File: config.mk
export PLATFORM = sky130hd
export DESIGN_NAME = nfl_front
export DESIGN_NICKNAME = d
export VERILOG_FILES = /design/src/sv/node_free_list_allocator_defines.svh /design/src/sv/nfl_pkg.sv /design/src/sv/nfl_front.sv
export SDC_FILE = /design/constraint.sdc
export NUM_CORES = 1
export LEC_CHECK = 0
export ABC_AREA = 1
export BUFFER_PORTS_ARGS = -buffer_cell sky130_fd_sc_hd__buf_2
export CAP_MARGIN = 0
export CELL_PAD_IN_SITES_DETAIL_PLACEMENT = 1
export CELL_PAD_IN_SITES_GLOBAL_PLACEMENT = 2
export CORE_ASPECT_RATIO = 0.8
export CORE_UTILIZATION = 10
export DETAILED_ROUTE_END_ITERATION = 8
export GPL_TIMING_DRIVEN = 0
export PLACE_DENSITY_LB_ADDON = 0.1
export SLEW_MARGIN = 15
export SYNTH_ARGS = -nofsm -noshare
export SYNTH_HDL_FRONTEND = slang
export SYNTH_SLANG_ARGS = --single-unit
File: constraint.sdc
create_clock -name vclk -period 0.8
set_input_delay 0.16 -clock vclk [all_inputs]
set_output_delay 0.16 -clock vclk [all_outputs]
set_load 0.05 [all_outputs]
File: src/sv/node_free_list_allocator_defines.svh
// ----------------------------------------------------------------------------
// Assertion macros for the node free list allocator
// Property wrappers; they expand to nothing when SYNTH is defined.
// ----------------------------------------------------------------------------
`ifndef NODE_FREE_LIST_ALLOCATOR_DEFINES_SVH
`define NODE_FREE_LIST_ALLOCATOR_DEFINES_SVH

`ifndef SYNTH
`define NFL_ASSERT_IMP(label, clk, rst_n, ante, cons) \
    label: assert property (@(posedge clk) disable iff (!rst_n) (ante) |-> (cons)) \
        else $error("allocator check failed");
`define NFL_ASSERT_NXT(label, clk, rst_n, ante, cons) \
    label: assert property (@(posedge clk) disable iff (!rst_n) (ante) |=> (cons)) \
        else $error("allocator check failed");
`else
`define NFL_ASSERT_IMP(label, clk, rst_n, ante, cons)
`define NFL_ASSERT_NXT(label, clk, rst_n, ante, cons)
`endif

`endif

File: src/sv/nfl_pkg.sv
// ----------------------------------------------------------------------------
// nfl_pkg
// Types and fixed widths shared by the node free list allocator.
// ----------------------------------------------------------------------------
package nfl_pkg;

    localparam int NODE_W     = 14;
    localparam int RUN_LEN_W  = 7;
    localparam int TOUCHED_W  = 6;
    localparam int QUEUE_DEPTH = 2;

    typedef enum logic [1:0] {
        OP_ALLOC_ONE = 2'd0,
        OP_ALLOC_RUN = 2'd1,
        OP_FREE_RUN  = 2'd2,
        OP_NONE      = 2'd3
    } t_op;

    typedef enum logic [1:0] {
        ST_OK       = 2'd0,
        ST_DISCARD  = 2'd1,
        ST_NO_SPACE = 2'd2
    } t_status;

    typedef enum logic [1:0] {
        S_IDLE,
        S_POP,
        S_PUSH
    } t_state;

    typedef struct packed {
        t_op                  op;
        logic [RUN_LEN_W-1:0] len;
        logic [NODE_W-1:0]    start;
    } t_cmd;

    typedef struct packed {
        logic [NODE_W-1:0]    node;
        t_status              status;
        logic                 from_list;
        logic [TOUCHED_W-1:0] touched;
        logic                 request;
    } t_result;

endpackage

File: src/sv/nfl_front.sv
// ----------------------------------------------------------------------------
// nfl_front
// Input side: decodes the command and clamps the run length into a queue word.
// ----------------------------------------------------------------------------
module nfl_front #(
    parameter int MAX_RUN = 64
) (
    input  logic                          i_in_valid,
    output logic                          o_in_ready,
    input  logic [1:0]                    i_command,
    input  logic [nfl_pkg::RUN_LEN_W-1:0] i_run_length,
    input  logic [nfl_pkg::NODE_W-1:0]    i_start_node,
    input  logic                          i_q_ready,
    output logic                          o_q_push,
    output nfl_pkg::t_cmd                 o_q_cmd
);
    import nfl_pkg::*;

    logic [RUN_LEN_W-1:0] len;

    // zero counts as one, anything past the maximum saturates
    always_comb begin
        if (i_run_length == '0) begin
            len = RUN_LEN_W'(1);
        end else if (int'(i_run_length) > MAX_RUN) begin
            len = RUN_LEN_W'(MAX_RUN);
        end else begin
            len = i_run_length;
        end
    end

    assign o_q_cmd.op    = t_op'(i_command);
    assign o_q_cmd.len   = len;
    assign o_q_cmd.start = i_start_node;
    assign o_in_ready    = i_q_ready;
    assign o_q_push      = i_in_valid & i_q_ready;

endmodule

==> impl_results.md <==
- Outcome: finished, violations left
- Failing checks: setup timing
- Fmax achieved: between 900 and 1000 MHz
- Hold Crit Class: in2out
- Crit-path max FO: 3
- Post-Syn Nets: 65
- Initial Util: 0.1069
- Multi-input gate area: 137.6 um2
- GRT Overall Usage: 0.04545
- Top routing layer used: met3
- Via density: ~3.3
- Startpoint type of the worst setup path: primary input
- Power density over cell area: ~870 mW/mm2
- Final HPWL DP: 683.4 um
- Ports: 50
- Critical path data arrival time: about 0.86 ns
- Largest net degree at the start of global routing: 6
- Sequential area share after synthesis: 0
- Nets@finish: slightly above 100
- Worst path required time: 0.64 ns
- DR WL met3: 87 um
- Minimum clock period after layout: approximately 1 ns
- Slew @ Worst Pin: around 0.26 ns
- Post-Syn Instances: 40
- Pins over their slew limit: 0
- First-pass GRT wire length: a little under 1000 um
- Critical path type: in2out
- DRC: 0
- Unrepaired setup endpoints after global routing: yes
- Post-DR wirelength/cell: between 7 and 8 um
- Wire length on met2: approximately 380 um
- Dpl ws: -0.3981 ns
- Die H: roughly 45 um
- Pleak: 0.3294 nW
- # rows: 15
- Post-synthesis cell type count: 10
- Post-route ant nets: 0
- Initial antenna violation count: 0
- Synth Cell Area: between 200 and 250 um2
- Synthesized area per cell: ~5.8 um2
- Final WS setup: -0.2236 ns
- GR Overflow Total: 0
- Peak VDD IR: roughly 0.38 mV
- Slew margin rel.: 0.8310
- Layout cells sized above 1: 0.8800
- Number of DRC markers in iteration 0: 7
- Yosys warning count: 0
- Fill count: between 200 and 300
- Setup Viol. Count Final: 4
- Post-Route WL: ~740 um
- Global placement routability congestion: approximately 0.62
- Critical Path Sink Type: primary output
- Core ar.: 0.002177 mm2
- CLK BUF: 0
- Via count: 327
- FF+latch count: 0
- WL met1: around 280 um
- Final Hold Viols: 0
- Fin crit share: 1.280
- Layout area overhead: 154.8%
- IO Port Bufs: 34
- Die Area: roughly 0.0025 mm2
- Reg area: 0 um2
- Final setup TNS: -0.8213 ns
- Max Cap Viol: 0
- DR pass1 iterations: 2
- Number of diodes: 0
- Die width: roughly 56 um
- Vias in the first global route: between 200 and 300
==> logic make-up (layout without fill, tap and decap cells) <==
| logic type | after synthesis | after routing | synth area share |
|---|---|---|---|
| buffers and inverters | 25 | 60 | 0.6774 |
| AND/OR/NAND/NOR | 15 | 15 | 0.3226 |
==> final timing paths <==
path            start     endpoint  slack [ns]  depth (start not counted)
min      i_command[1]  o_q_cmd[22]        0.62                          2
max   i_run_length[1]  o_q_cmd[15]       -0.22                          7
==> layout by cell type, fill, tap and decap left out <==
cell	count
buf_2	20
buf_4	20
buf_6	9
buf_8	2
clkbuf_1	1
clkbuf_4	1
inv_1	6
inv_6	1
nand2_1	1
nand2_2	1
nand2_4	2
nand3_1	1
nand3_2	1
nor2_2	2
nor2_4	6
nor3_2	1
==> where the power goes <==
part	switching, mW	leakage [nW]	total (mW)	internal [mW]
Clock	0	0	0	0
Combinational	0.333	0.329	0.519	0.186
Sequential	0	0	0	0
Total	0.333	0.329	0.519	0.186
==> final cells by class <==
class                      instances  share of cell area
buffer                            18              0.2215
inverter                           7             0.05274
multi-input combinational         15              0.2321
tap                               25             0.05274
timing repair buffer              35              0.4409
==> worst max-delay path: stages <==
cell and delay (ns):
buf_6 0.10, nor2_4 0.11, nand3_2 0.10, nand2_4 0.10, inv_6 0.05, nor2_4 0.09, buf_6 0.16
==> routing by layer <==
layer,up-vias,track usage
met4,0,0
met5,-,0
li1,168,-
met2,23,0.07711
met1,136,0.06803
met3,0,0.002865
==> Yosys cell counts, drive strengths merged <==
cell type	count	area [um2]
buf	17	127.6
nand2	4	17.52
nand3	2	10.01
inv	7	26.27
clkbuf	1	3.750
nor3	1	5.000
nor2	8	42.54
==> through the flow <==
step                cells  power (mW)  cell area [um2]  hold WS [ns]  utilization
finish                100      0.5189            593.1        0.6222       0.2724
global route          100      0.5407            593.1        0.6236       0.2724
floorplan              40      0.3623            285.3        0.4161            -
global placement       99      0.4623            486.7        0.6225       0.2236
CTS                   100      0.5094            565.5        0.6224       0.2598
detailed placement     99      0.4620            486.7        0.6222       0.2236
==> what timing repair did <==
| action | CTS | global route |
|---|---|---|
| pin swaps | 9 | 2 |
| gates resized for setup | 22 | 8 |
| endpoints found under the hold margin | 0 | 0 |
| hold buffers | 0 | 0 |
| setup buffers | 1 | 0 |
| cloned | 0 | 0 |
| setup endpoints to repair | 7 | 5 |
(Power assumes the default switching activity.)
