File: config.mk
export PLATFORM = sky130hd
export DESIGN_NAME = nfl_cmd_fifo
export DESIGN_NICKNAME = d
export VERILOG_FILES = /design/src/sv/node_free_list_allocator_defines.svh /design/src/sv/nfl_pkg.sv /design/src/sv/nfl_cmd_fifo.sv
export SDC_FILE = /design/constraint.sdc
export NUM_CORES = 1
export LEC_CHECK = 0
export BUFFER_PORTS_ARGS = -buffer_cell sky130_fd_sc_hd__buf_2
export CORE_ASPECT_RATIO = 0.5
export CORE_MARGIN = 4
export CORE_UTILIZATION = 54
export CTS_CLUSTER_DIAMETER = 60
export DETAILED_ROUTE_END_ITERATION = 8
export GPL_ROUTABILITY_DRIVEN = 1
export GPL_TIMING_DRIVEN = 0
export HOLD_SLACK_MARGIN = 0.1
export PLACE_DENSITY = 0.82
export SETUP_SLACK_MARGIN = 0.2
export SLEW_MARGIN = 20
export SYNTH_ARGS = -nofsm -noshare
export SYNTH_HDL_FRONTEND = slang
export SYNTH_SLANG_ARGS = --single-unit
File: constraint.sdc
create_clock -name i_clk -period 4.4 [get_ports i_clk]
set_clock_uncertainty 0.1 [all_clocks]
set_input_delay 0.44 -clock i_clk [delete_from_list [all_inputs] [get_ports i_clk]]
set_output_delay 0.44 -clock i_clk [all_outputs]
set_load 0.1 [all_outputs]
File: src/sv/node_free_list_allocator_defines.svh
// ----------------------------------------------------------------------------
// Assertion macros for the node free list allocator
// Property wrappers; they expand to nothing when SYNTH is defined.
// ----------------------------------------------------------------------------
`ifndef NODE_FREE_LIST_ALLOCATOR_DEFINES_SVH
`define NODE_FREE_LIST_ALLOCATOR_DEFINES_SVH

`ifndef SYNTH
`define NFL_ASSERT_IMP(label, clk, rst_n, ante, cons) \
    label: assert property (@(posedge clk) disable iff (!rst_n) (ante) |-> (cons)) \
        else $error("allocator check failed");
`define NFL_ASSERT_NXT(label, clk, rst_n, ante, cons) \
    label: assert property (@(posedge clk) disable iff (!rst_n) (ante) |=> (cons)) \
        else $error("allocator check failed");
`else
`define NFL_ASSERT_IMP(label, clk, rst_n, ante, cons)
`define NFL_ASSERT_NXT(label, clk, rst_n, ante, cons)
`endif

`endif

File: src/sv/nfl_pkg.sv
// ----------------------------------------------------------------------------
// nfl_pkg
// Types and fixed widths shared by the node free list allocator.
// ----------------------------------------------------------------------------
package nfl_pkg;

    localparam int NODE_W     = 14;
    localparam int RUN_LEN_W  = 7;
    localparam int TOUCHED_W  = 6;
    localparam int QUEUE_DEPTH = 2;

    typedef enum logic [1:0] {
        OP_ALLOC_ONE = 2'd0,
        OP_ALLOC_RUN = 2'd1,
        OP_FREE_RUN  = 2'd2,
        OP_NONE      = 2'd3
    } t_op;

    typedef enum logic [1:0] {
        ST_OK       = 2'd0,
        ST_DISCARD  = 2'd1,
        ST_NO_SPACE = 2'd2
    } t_status;

    typedef enum logic [1:0] {
        S_IDLE,
        S_POP,
        S_PUSH
    } t_state;

    typedef struct packed {
        t_op                  op;
        logic [RUN_LEN_W-1:0] len;
        logic [NODE_W-1:0]    start;
    } t_cmd;

    typedef struct packed {
        logic [NODE_W-1:0]    node;
        t_status              status;
        logic                 from_list;
        logic [TOUCHED_W-1:0] touched;
        logic                 request;
    } t_result;

endpackage

File: src/sv/nfl_cmd_fifo.sv
// ----------------------------------------------------------------------------
// nfl_cmd_fifo
// Two-word queue between the front and the back.
// ----------------------------------------------------------------------------
module nfl_cmd_fifo (
    input  logic          i_clk,
    input  logic          i_rst_n,
    input  logic          i_push,
    input  nfl_pkg::t_cmd i_cmd,
    output logic          o_ready,
    input  logic          i_pop,
    output logic          o_valid,
    output nfl_pkg::t_cmd o_cmd
);
    import nfl_pkg::*;

    localparam int CNT_W = $clog2(QUEUE_DEPTH + 1);
    localparam int PTR_W = $clog2(QUEUE_DEPTH);

    t_cmd             r_slot [QUEUE_DEPTH];
    logic [PTR_W-1:0] r_wr, n_wr;
    logic [PTR_W-1:0] r_rd, n_rd;
    logic [CNT_W-1:0] r_count, n_count;

    assign o_ready = (r_count != CNT_W'(QUEUE_DEPTH));
    assign o_valid = (r_count != '0);
    assign o_cmd   = r_slot[r_rd];

    always_comb begin
        n_wr    = i_push ? r_wr + PTR_W'(1) : r_wr;
        n_rd    = i_pop  ? r_rd + PTR_W'(1) : r_rd;
        n_count = r_count + CNT_W'(i_push) - CNT_W'(i_pop);
    end

    always_ff @(posedge i_clk) begin
        if (i_push) begin
            r_slot[r_wr] <= i_cmd;
        end
    end

    always_ff @(posedge i_clk) begin
        if (!i_rst_n) begin
            r_wr    <= '0;
            r_rd    <= '0;
            r_count <= '0;
        end else begin
            r_wr    <= n_wr;
            r_rd    <= n_rd;
            r_count <= n_count;
        end
    end

endmodule

==> results.cfg, run 1 <==
[setup_path]
critPathMaxStageDelay_ns = 0.46
crit_buf_inv = 2
cp-start-kind = flip-flop
end_kind = output port
cpLargestDelayFamily = buffers and inverters
crit_required_ns = 3.86
arrival_ns = 1.59
setup.worst_path.class = reg2out
path_cells = buf_6, mux2_2, buf_2
critical_path.max_fanout = 10
critical-path-slowest-cell = dfxtp_1

[power_and_ir_drop]
power_frac_seq = 0.478
p_int_mw = 0.792
p_per_area_nw_per_um2 = 514
ir_worst_vdd_mv = 0.336
total_leakage_power_nw = 0.899
p_sw_frac = 0.335
power_frac_comb = 0.262
clkPwrFrac = 0.260
switchingPower_mw = 0.400
p_total_mw = 1.19

[worst_hold_path]
hp-class = in2reg

[yosys]
ys_ff_latch = 51
syn_avg_cell_area_sq_um = 20.5
seq_area_frac_synth = 0.785
netlist_area_sq_um = 1890
synth_warnings = 0
syn-num-nets = 121
yosysUniqueCellTypes = 13
synthCells = 92

[grt]
grt_start_max_net_pins = 25
grt_pass1_vias = 1066
grt_use_total = 0.147
antenna_found_initial = 0
grt_pass1_wl_um = 4980
overflow = 0

[flow_run]
cap_violations = 0

[cts]
cts-buffers-inserted = 5
post_cts_buffers = 0
clk_path_buf_depth = 2
tritoncts = yes
holdBufCountCts = 0
clock-sinks = 51
post_cts_resized = 0
cts_root_buffer = clkbuf_8
htreeDepth = 2
clk_latency_ns = 0.30
clk_pin_slew_worst_paths_ns = 0.09

[cells_and_area]
stdcell_count = 199
area_growth_syn_to_layout_pct = 22.8
insertedDiodeCount = 0
layout_commonest_cell = buf_2
drive_gt1_frac = 0.563
final_nets = 179
nFillCells = 223
layout_common_cells = buf_2 (51), edfxtp_1 (46), mux2_2 (23)

[routing]
vias = 964
wl_um = 3140
top_layer_used = met4
drc = 0
met2WireLength_um = 1700
wl_met1_um = 1230
wl_per_cell_um = 15.8
detail_route.iter0.violations = 42
firstDrtPassIters = 3
viasPerCell = 4.84
dr_wl_met3_um = 187
drtAntennaViolNets = 0

[timing]
rsz0062_at_grt = false
worst_hold_slack_ns = 0.225
finalCritPeriodShare = 0.485
finalMaxSlewViolations = 0
setup_viol = 0
layout_min_cycle_time_ns = 2.13
relSlewSlack = 0.321
worst_pin_slew_ns = 1.02
finalSetupTns_ns = 0
max_freq_mhz = 468
hold_viol_final = 0

[place]
dp.cells = 191
place_congestion = 0.655
place_hpwl_um = 2160
port_buffers = 51

[floorplan]
die_area_sq_um = 4560
die_height_um = 49.8
start_util = 0.596
pin_count = 52
core_area_sq_um = 3170
die_w_um = 91.6
rows = 14

[outcome]
status = finished clean
-- final timing paths --
| check | slack, ns | cells after the start | from | endpoint |
|---|---|---|---|---|
| setup / recovery | 2.27 | 3 | flip-flop | o_cmd[7] |
| hold / removal | 0.22 | 1 | i_cmd[10] | r_slot[1][10]$_DFFE_PP_ |
| setup reg to reg | 2.70 | 1 | r_wr$_SDFFE_PN0P_ | r_slot[1][22]$_DFFE_PP_ |
| hold reg to reg | 0.49 | 2 | r_rd$_SDFFE_PN0P_ | flip-flop |
-- cell usage after synthesis --
| library cell | instances | area [sq um] |
|---|---|---|
| edfxtp_1 | 46 | 1380 |
| and2_1 | 4 | 25.0 |
| nand2_1 | 1 | 3.75 |
| mux2_2 | 23 | 259 |
| inv_1 | 2 | 7.51 |
| xnor3_1 | 1 | 22.5 |
| o21a_1 | 1 | 7.51 |
| nor2b_1 | 3 | 18.8 |
| buf_6 | 2 | 22.5 |
| xor2_1 | 1 | 8.76 |
| dfxtp_1 | 5 | 100 |
| ha_1 | 2 | 25.0 |
| or2_2 | 1 | 6.26 |
-- power groups by stage --
stage | Sequential (mW) | Combinational (mW) | Clock (mW)
final | 0.570 | 0.313 | 0.310
after global routing | 0.573 | 0.323 | 0.334
after CTS | 0.570 | 0.315 | 0.315
after detailed placement | 0.581 | 0.314 | 0
after global placement | 0.579 | 0.309 | 0
after floorplan | 0.577 | 0.266 | 0
-- layer usage --
metal / vias up / track usage
li1: 466 / -
met1: 470 / 0.146
met2: 25 / 0.288
met3: 3 / 0.0502
met4: 0 / 0.0450
met5: - / 0
-- state kept, by name, indices dropped and copies added (netlist names), named ones only --
| signal | flops |
|---|---|
| r_wr | 1 |
| r_rd | 1 |
| r_slot | 46 |
| r_count | 2 |
-- area by class of cell --
class                      count  area (sq um)  area share
inverter                       2          7.51     0.00324
sequential                    51          1480       0.639
clock inverter                 3          38.8      0.0167
multi-input combinational     37           384       0.166
clock buffer                   5          68.8      0.0297
timing repair buffer          51           255       0.110
tap                           48          60.1      0.0259
buffer                         2          22.5     0.00971
-- cell families (layout without fill, tap and decap cells) --
kind of cell / count (synthesis) / after routing / synth area share
xor+xnor: 2 / 2 / 0.0166
flops: 51 / 51 / 0.785
mux: 23 / 23 / 0.137
fa+ha+maj: 2 / 2 / 0.0133
simple gates: 9 / 9 / 0.0285
compound gates: 1 / 1 / 0.00398
buf+inv: 4 / 63 / 0.0159
-- through the flow --
step                setup slack, ns  utilization  instance area [sq um]
floorplan                      2.36            -                   1890
detailed placement             2.50        0.697                   2210
finish                         2.27        0.731                   2320
global placement               1.69        0.695                   2200
CTS                            2.25        0.731                   2320
global route                   2.20        0.731                   2320
(Power assumes the default switching activity.)
==> run 2: changes to the inputs <==
--- a/config.mk
+++ b/config.mk
@@ -8,13 +8,13 @@
 export BUFFER_PORTS_ARGS = -buffer_cell sky130_fd_sc_hd__buf_2
 export CORE_ASPECT_RATIO = 0.5
 export CORE_MARGIN = 4
-export CORE_UTILIZATION = 54
+export CORE_UTILIZATION = 51
 export CTS_CLUSTER_DIAMETER = 60
 export DETAILED_ROUTE_END_ITERATION = 8
 export GPL_ROUTABILITY_DRIVEN = 1
 export GPL_TIMING_DRIVEN = 0
 export HOLD_SLACK_MARGIN = 0.1
-export PLACE_DENSITY = 0.82
+export PLACE_DENSITY = 0.78
 export SETUP_SLACK_MARGIN = 0.2
 export SLEW_MARGIN = 20
 export SYNTH_ARGS = -nofsm -noshare
==> constraint.sdc (replaced) <==
create_clock -name i_clk -period 2.15 [get_ports i_clk]
set_clock_uncertainty 0.1 [all_clocks]
set_input_delay 0.215 -clock i_clk [delete_from_list [all_inputs] [get_ports i_clk]]
set_output_delay 0.215 -clock i_clk [all_outputs]
set_load 0.1 [all_outputs]
==> results.cfg, run 2 (synthesized netlist as in run 1, its figures left out) <==
[cells_and_area]
layout_commonest_cell = buf_2
area_growth_syn_to_layout_pct = 34.4
insertedDiodeCount = 0
regArea_sq_um = 1480
multi_input_area_sq_um = 385
max_flop_register = r_slot
nFillCells = 228
reg_top3 = r_slot: 46 flops, r_count: 2 flops
stdcell_count = 226
final_nets = 203
layout_common_cells = buf_2 (51), edfxtp_1 (46), dlygate4sd3_1 (24)
largest_reg_flops = 46
design_area_sq_um = 2540
drive_gt1_frac = 0.486

[setup_path]
arrival_ns = 1.49
reg2reg_slack_ns = 0.74
reg2reg_from = r_wr$_SDFFE_PN0P_
r2r_cells = 1
cp-start-kind = flip-flop
setup.worst_path.class = reg2out
critical_path.max_fanout = 10
end_kind = output port
crit_required_ns = 1.84
rr_endpoint = r_slot[1][22]$_DFFE_PP_

[timing]
finalCritPeriodShare = 0.840
max_freq_mhz = 553
relSlewSlack = 0.541
finalMaxSlewViolations = 0
rsz0062_at_grt = false
hold_viol_final = 0
worst_pin_slew_ns = 0.687
layout_min_cycle_time_ns = 1.81
setup_viol = 0

[routing]
firstDrtPassIters = 4
wl_um = 2950
detail_route.iter0.violations = 22
drtAntennaViolNets = 0
wl_per_cell_um = 13.0
viasPerCell = 4.62
drc = 0
vias = 1043

[cts]
clk_pin_slew_worst_paths_ns = 0.08
clock-sinks = 51
tritoncts = yes
clk_latency_ns = 0.28
clk_path_buf_depth = 2
post_cts_buffers = 0
cts_root_buffer = clkbuf_8
htreeDepth = 2
cts-buffers-inserted = 5

[worst_hold_path]
hp-class = in2reg
holdPathStages = 3
min-delay-start = i_pop

[floorplan]
die_height_um = 51.0
core_area_sq_um = 3490
pin_count = 52
rows = 15
die_area_sq_um = 4800
start_util = 0.541
die_w_um = 94.0

[grt]
grt_start_max_net_pins = 25
grt_use_total = 0.137
grt_pass1_vias = 1081
overflow = 0
antenna_found_initial = 0
grt_pass1_wl_um = 4820

[flow_run]
cap_violations = 0

[power_and_ir_drop]
total_leakage_power_nw = 0.985
clkPwrFrac = 0.212
power_frac_seq = 0.500
ir_worst_vdd_mv = 0.639
p_total_mw = 2.33
p_int_mw = 1.53
power_frac_comb = 0.288
switchingPower_mw = 0.796
p_per_area_nw_per_um2 = 917
p_sw_frac = 0.342

[place]
place_congestion = 0.684
place_hpwl_um = 1970
port_buffers = 51
dpl_cell_area_sq_um = 2210
dp.cells = 194

[outcome]
status = finished clean
==> run 2: cell types whose count changed in the layout (fill, tap and decap cells not counted), sizes merged <==
cell	delta
dlygate4sd3	+24
clkbuf	+1
bufinv	-1
==> run 2: layer usage <==
layer	track usage	vias to the layer above	part of all wire	wire [um]
li1	-	511	-	-
met1	0.151	499	0.41	1210
met2	0.254	28	0.53	1550
met3	0.0412	5	0.052	152
met4	0.0504	0	0.012	35
met5	0	-	0	0
==> run 2: worst max-delay path: stages (launching register included) <==
cell     delay, ns
dfxtp_2       0.39
buf_6         0.17
mux2_2        0.35
buf_2         0.29
==> run 2: worst max path at each step <==
stage               slack, ns                     end  depth (start not counted)              start
global placement        -0.37  r_slot[0][6]$_DFFE_PP_                          2             i_push
finish                   0.34               o_cmd[14]                          3          flip-flop
CTS                      0.23               o_cmd[14]                          3          flip-flop
detailed placement       0.38  r_slot[1][6]$_DFFE_PP_                          1  r_wr$_SDFFE_PN0P_
floorplan                0.26  r_slot[0][0]$_DFFE_PP_                          1  r_wr$_SDFFE_PN0P_
global route             0.27               o_cmd[16]                          3          flip-flop
==> run 2: stage by stage <==
stage | utilization | hold WS, ns | setup TNS [ns] | setup WS [ns]
floorplan | - | 0.214 | 0 | 0.260
global placement | 0.632 | 0.303 | -8.80 | -0.371
detailed placement | 0.634 | 0.306 | 0 | 0.375
CTS | 0.726 | 0.169 | 0 | 0.234
global route | 0.727 | 0.175 | 0 | 0.270
finish | 0.727 | 0.175 | 0 | 0.343
==> run 2: cell type report <==
| type | instances | area share |
|---|---|---|
| clock inverters | 2 | 0.00296 |
| repair buffers | 75 | 0.195 |
| inverters | 2 | 0.00296 |
| clock buffers | 6 | 0.0286 |
| well taps | 51 | 0.0251 |
| multi-input cells | 37 | 0.152 |
| plain buffers | 2 | 0.00888 |
| flip-flops and latches | 51 | 0.584 |
==> run 2: power groups by stage <==
stage	logic, mW	clock network (mW)	registers (mW)
final	0.670	0.493	1.16
after global routing	0.698	0.556	1.17
after floorplan	0.544	0	1.18
after CTS	0.675	0.515	1.17
after detailed placement	0.640	0	1.19
after global placement	0.632	0	1.18
==> run 2: timing repair <==
action / CTS / global route
hold buffers: 24 / 0
setup endpoints to repair: 0 / 15
hold endpoints to repair: 51 / 0
gates resized for setup: 0 / 1
==> run 3: changes to the inputs <==
--- a/config.mk
+++ b/config.mk
@@ -8,13 +8,13 @@
 export BUFFER_PORTS_ARGS = -buffer_cell sky130_fd_sc_hd__buf_2
 export CORE_ASPECT_RATIO = 0.5
 export CORE_MARGIN = 4
-export CORE_UTILIZATION = 51
+export CORE_UTILIZATION = 46
 export CTS_CLUSTER_DIAMETER = 60
 export DETAILED_ROUTE_END_ITERATION = 8
 export GPL_ROUTABILITY_DRIVEN = 1
 export GPL_TIMING_DRIVEN = 0
 export HOLD_SLACK_MARGIN = 0.1
-export PLACE_DENSITY = 0.78
+export PLACE_DENSITY = 0.74
 export SETUP_SLACK_MARGIN = 0.2
 export SLEW_MARGIN = 20
 export SYNTH_ARGS = -nofsm -noshare
==> constraint.sdc (replaced) <==
create_clock -name i_clk -period 1.6 [get_ports i_clk]
set_clock_uncertainty 0.1 [all_clocks]
set_input_delay 0.16 -clock i_clk [delete_from_list [all_inputs] [get_ports i_clk]]
set_output_delay 0.16 -clock i_clk [all_outputs]
set_load 0.1 [all_outputs]
==> results.cfg, run 3 (synthesized netlist as in run 1, its figures left out) <==
[outcome]
status = finished with violations
violations = negative setup slack

[place]
port_buffers = 51
place_congestion = 0.607
place_hpwl_um = 2060
post-place-ws_ns = -0.161
dp.cells = 197
dpl_cell_area_sq_um = 2220

[setup_path]
path_cells = buf_4, buf_6, mux2_4, buf_12
critPathMaxStageDelay_ns = 0.38
setup.worst_path.class = reg2out
worstSetupPathDepth = 4
crit_required_ns = 1.34
critical-path-slowest-cell = dfxtp_4
cpLargestDelayFamily = buffers and inverters
r2r_cells = 6
end_kind = output port
cp-start-kind = flip-flop
crit_buf_inv = 3
arrival_ns = 1.39
critical_path.max_fanout = 5
reg2reg_slack_ns = 0.26

[cts]
tritoncts = yes
cts-buffers-inserted = 5
clk_path_buf_depth = 2
clock-sinks = 51
clk_pin_slew_worst_paths_ns = 0.09
htreeDepth = 2
clk_latency_ns = 0.29
cts_root_buffer = clkbuf_8

[flow_run]
cap_violations = 0

[power_and_ir_drop]
p_per_area_nw_per_um2 = 1180
total_leakage_power_nw = 1.10
ir_worst_vdd_mv = 0.692
p_total_mw = 3.33

[timing]
layout_min_cycle_time_ns = 1.65
rsz0062_at_grt = true
finalMaxSlewViolations = 0
relSlewSlack = 0.728
fin_ws_ns = -0.0477
finalCritPeriodShare = 1.03
hold_viol_final = 0
setup_viol = 21
max_freq_mhz = 607
worst_hold_slack_ns = 0.111
worst_pin_slew_ns = 0.407

[routing]
vias = 1083
detail_route.iter0.violations = 54
viasPerCell = 4.63
drc = 0
wl_per_cell_um = 14.7
wl_um = 3440
drtAntennaViolNets = 0
firstDrtPassIters = 4

[floorplan]
rows = 16
die_area_sq_um = 5260
die_w_um = 98.6
core_area_sq_um = 3920
pin_count = 52
die_height_um = 53.3
start_util = 0.481

[cells_and_area]
layout_common_cells = edfxtp_1 (46), buf_2 (26), dlygate4sd3_1 (24)
nFillCells = 266
area_growth_syn_to_layout_pct = 48.8
stdcell_count = 234
largest_reg_flops = 46
max_flop_register = r_slot
final_nets = 208
drive_gt1_frac = 0.500
design_area_sq_um = 2810
layout_commonest_cell = edfxtp_1
reg_top3 = r_slot: 46 flops, r_count: 2 flops
insertedDiodeCount = 0

[grt]
busiest_layer = met2
grt_pass1_vias = 1084
grt_util_met1 = 0.147
antenna_found_initial = 0
use_met2 = 0.254
grt_use_met3 = 0.0395
overflow = 0
grt_use_total = 0.133
grt_start_max_net_pins = 24
grt_pass1_wl_um = 5140

[worst_hold_path]
holdPathStages = 3
hp-class = in2reg
-- run 3: final cells by class --
| class | count | area (sq um) | area share |
|---|---|---|---|
| clock inverters | 2 | 7.51 | 0.00267 |
| inverters | 2 | 7.51 | 0.00267 |
| plain buffers | 2 | 30.0 | 0.0107 |
| clock buffers | 6 | 72.6 | 0.0258 |
| multi-input cells | 38 | 414 | 0.147 |
| flip-flops and latches | 51 | 1490 | 0.529 |
| repair buffers | 79 | 724 | 0.258 |
| well taps | 54 | 67.6 | 0.0241 |
-- run 3: path summary, 6_finish.rpt --
kind,startpoint,end
setup / recovery,flip-flop,o_cmd[11]
hold / removal,i_pop,flip-flop
setup reg to reg,r_count[0]$_SDFF_PN0_,r_count[1]$_SDFF_PN0_
hold reg to reg,r_rd$_SDFFE_PN0P_,flip-flop
-- run 3: worst min-delay path, stage by stage --
cell    delay, ns
buf_2        0.11
xor2_1       0.06
and2_1       0.14
-- run 3: metal layers --
metal	vias up	share of wire
li1	524	-
met1	537	0.41
met2	19	0.55
met3	3	0.042
met4	0	0.0032
met5	-	0
-- run 3: through the flow --
step           setup TNS, ns   util
6_report              -0.816  0.716
5_1_grt                -1.81  0.716
4_1_cts               -0.765  0.708
3_5_place_dp           -3.67  0.565
2_1_floorplan              0      -
3_3_place_gp           -7.30  0.564
-- run 3: where the power goes --
part	leakage (nW)	internal (mW)	switching (mW)	total (mW)
sequential	0.474	1.54	0.0325	1.57
clock	0.0403	0.299	0.373	0.671
combinational	0.583	0.376	0.713	1.09
-- run 3: what timing repair did --
item / 4_1_cts / 5_1_grt
buffers inserted: 3 / 1
hold buffers: 24 / 0
setup endpoints to repair: 71 / 24
gates resized for setup: 65 / 6
endpoints found under the hold margin: 51 / 0
gates cloned: 1 / 0
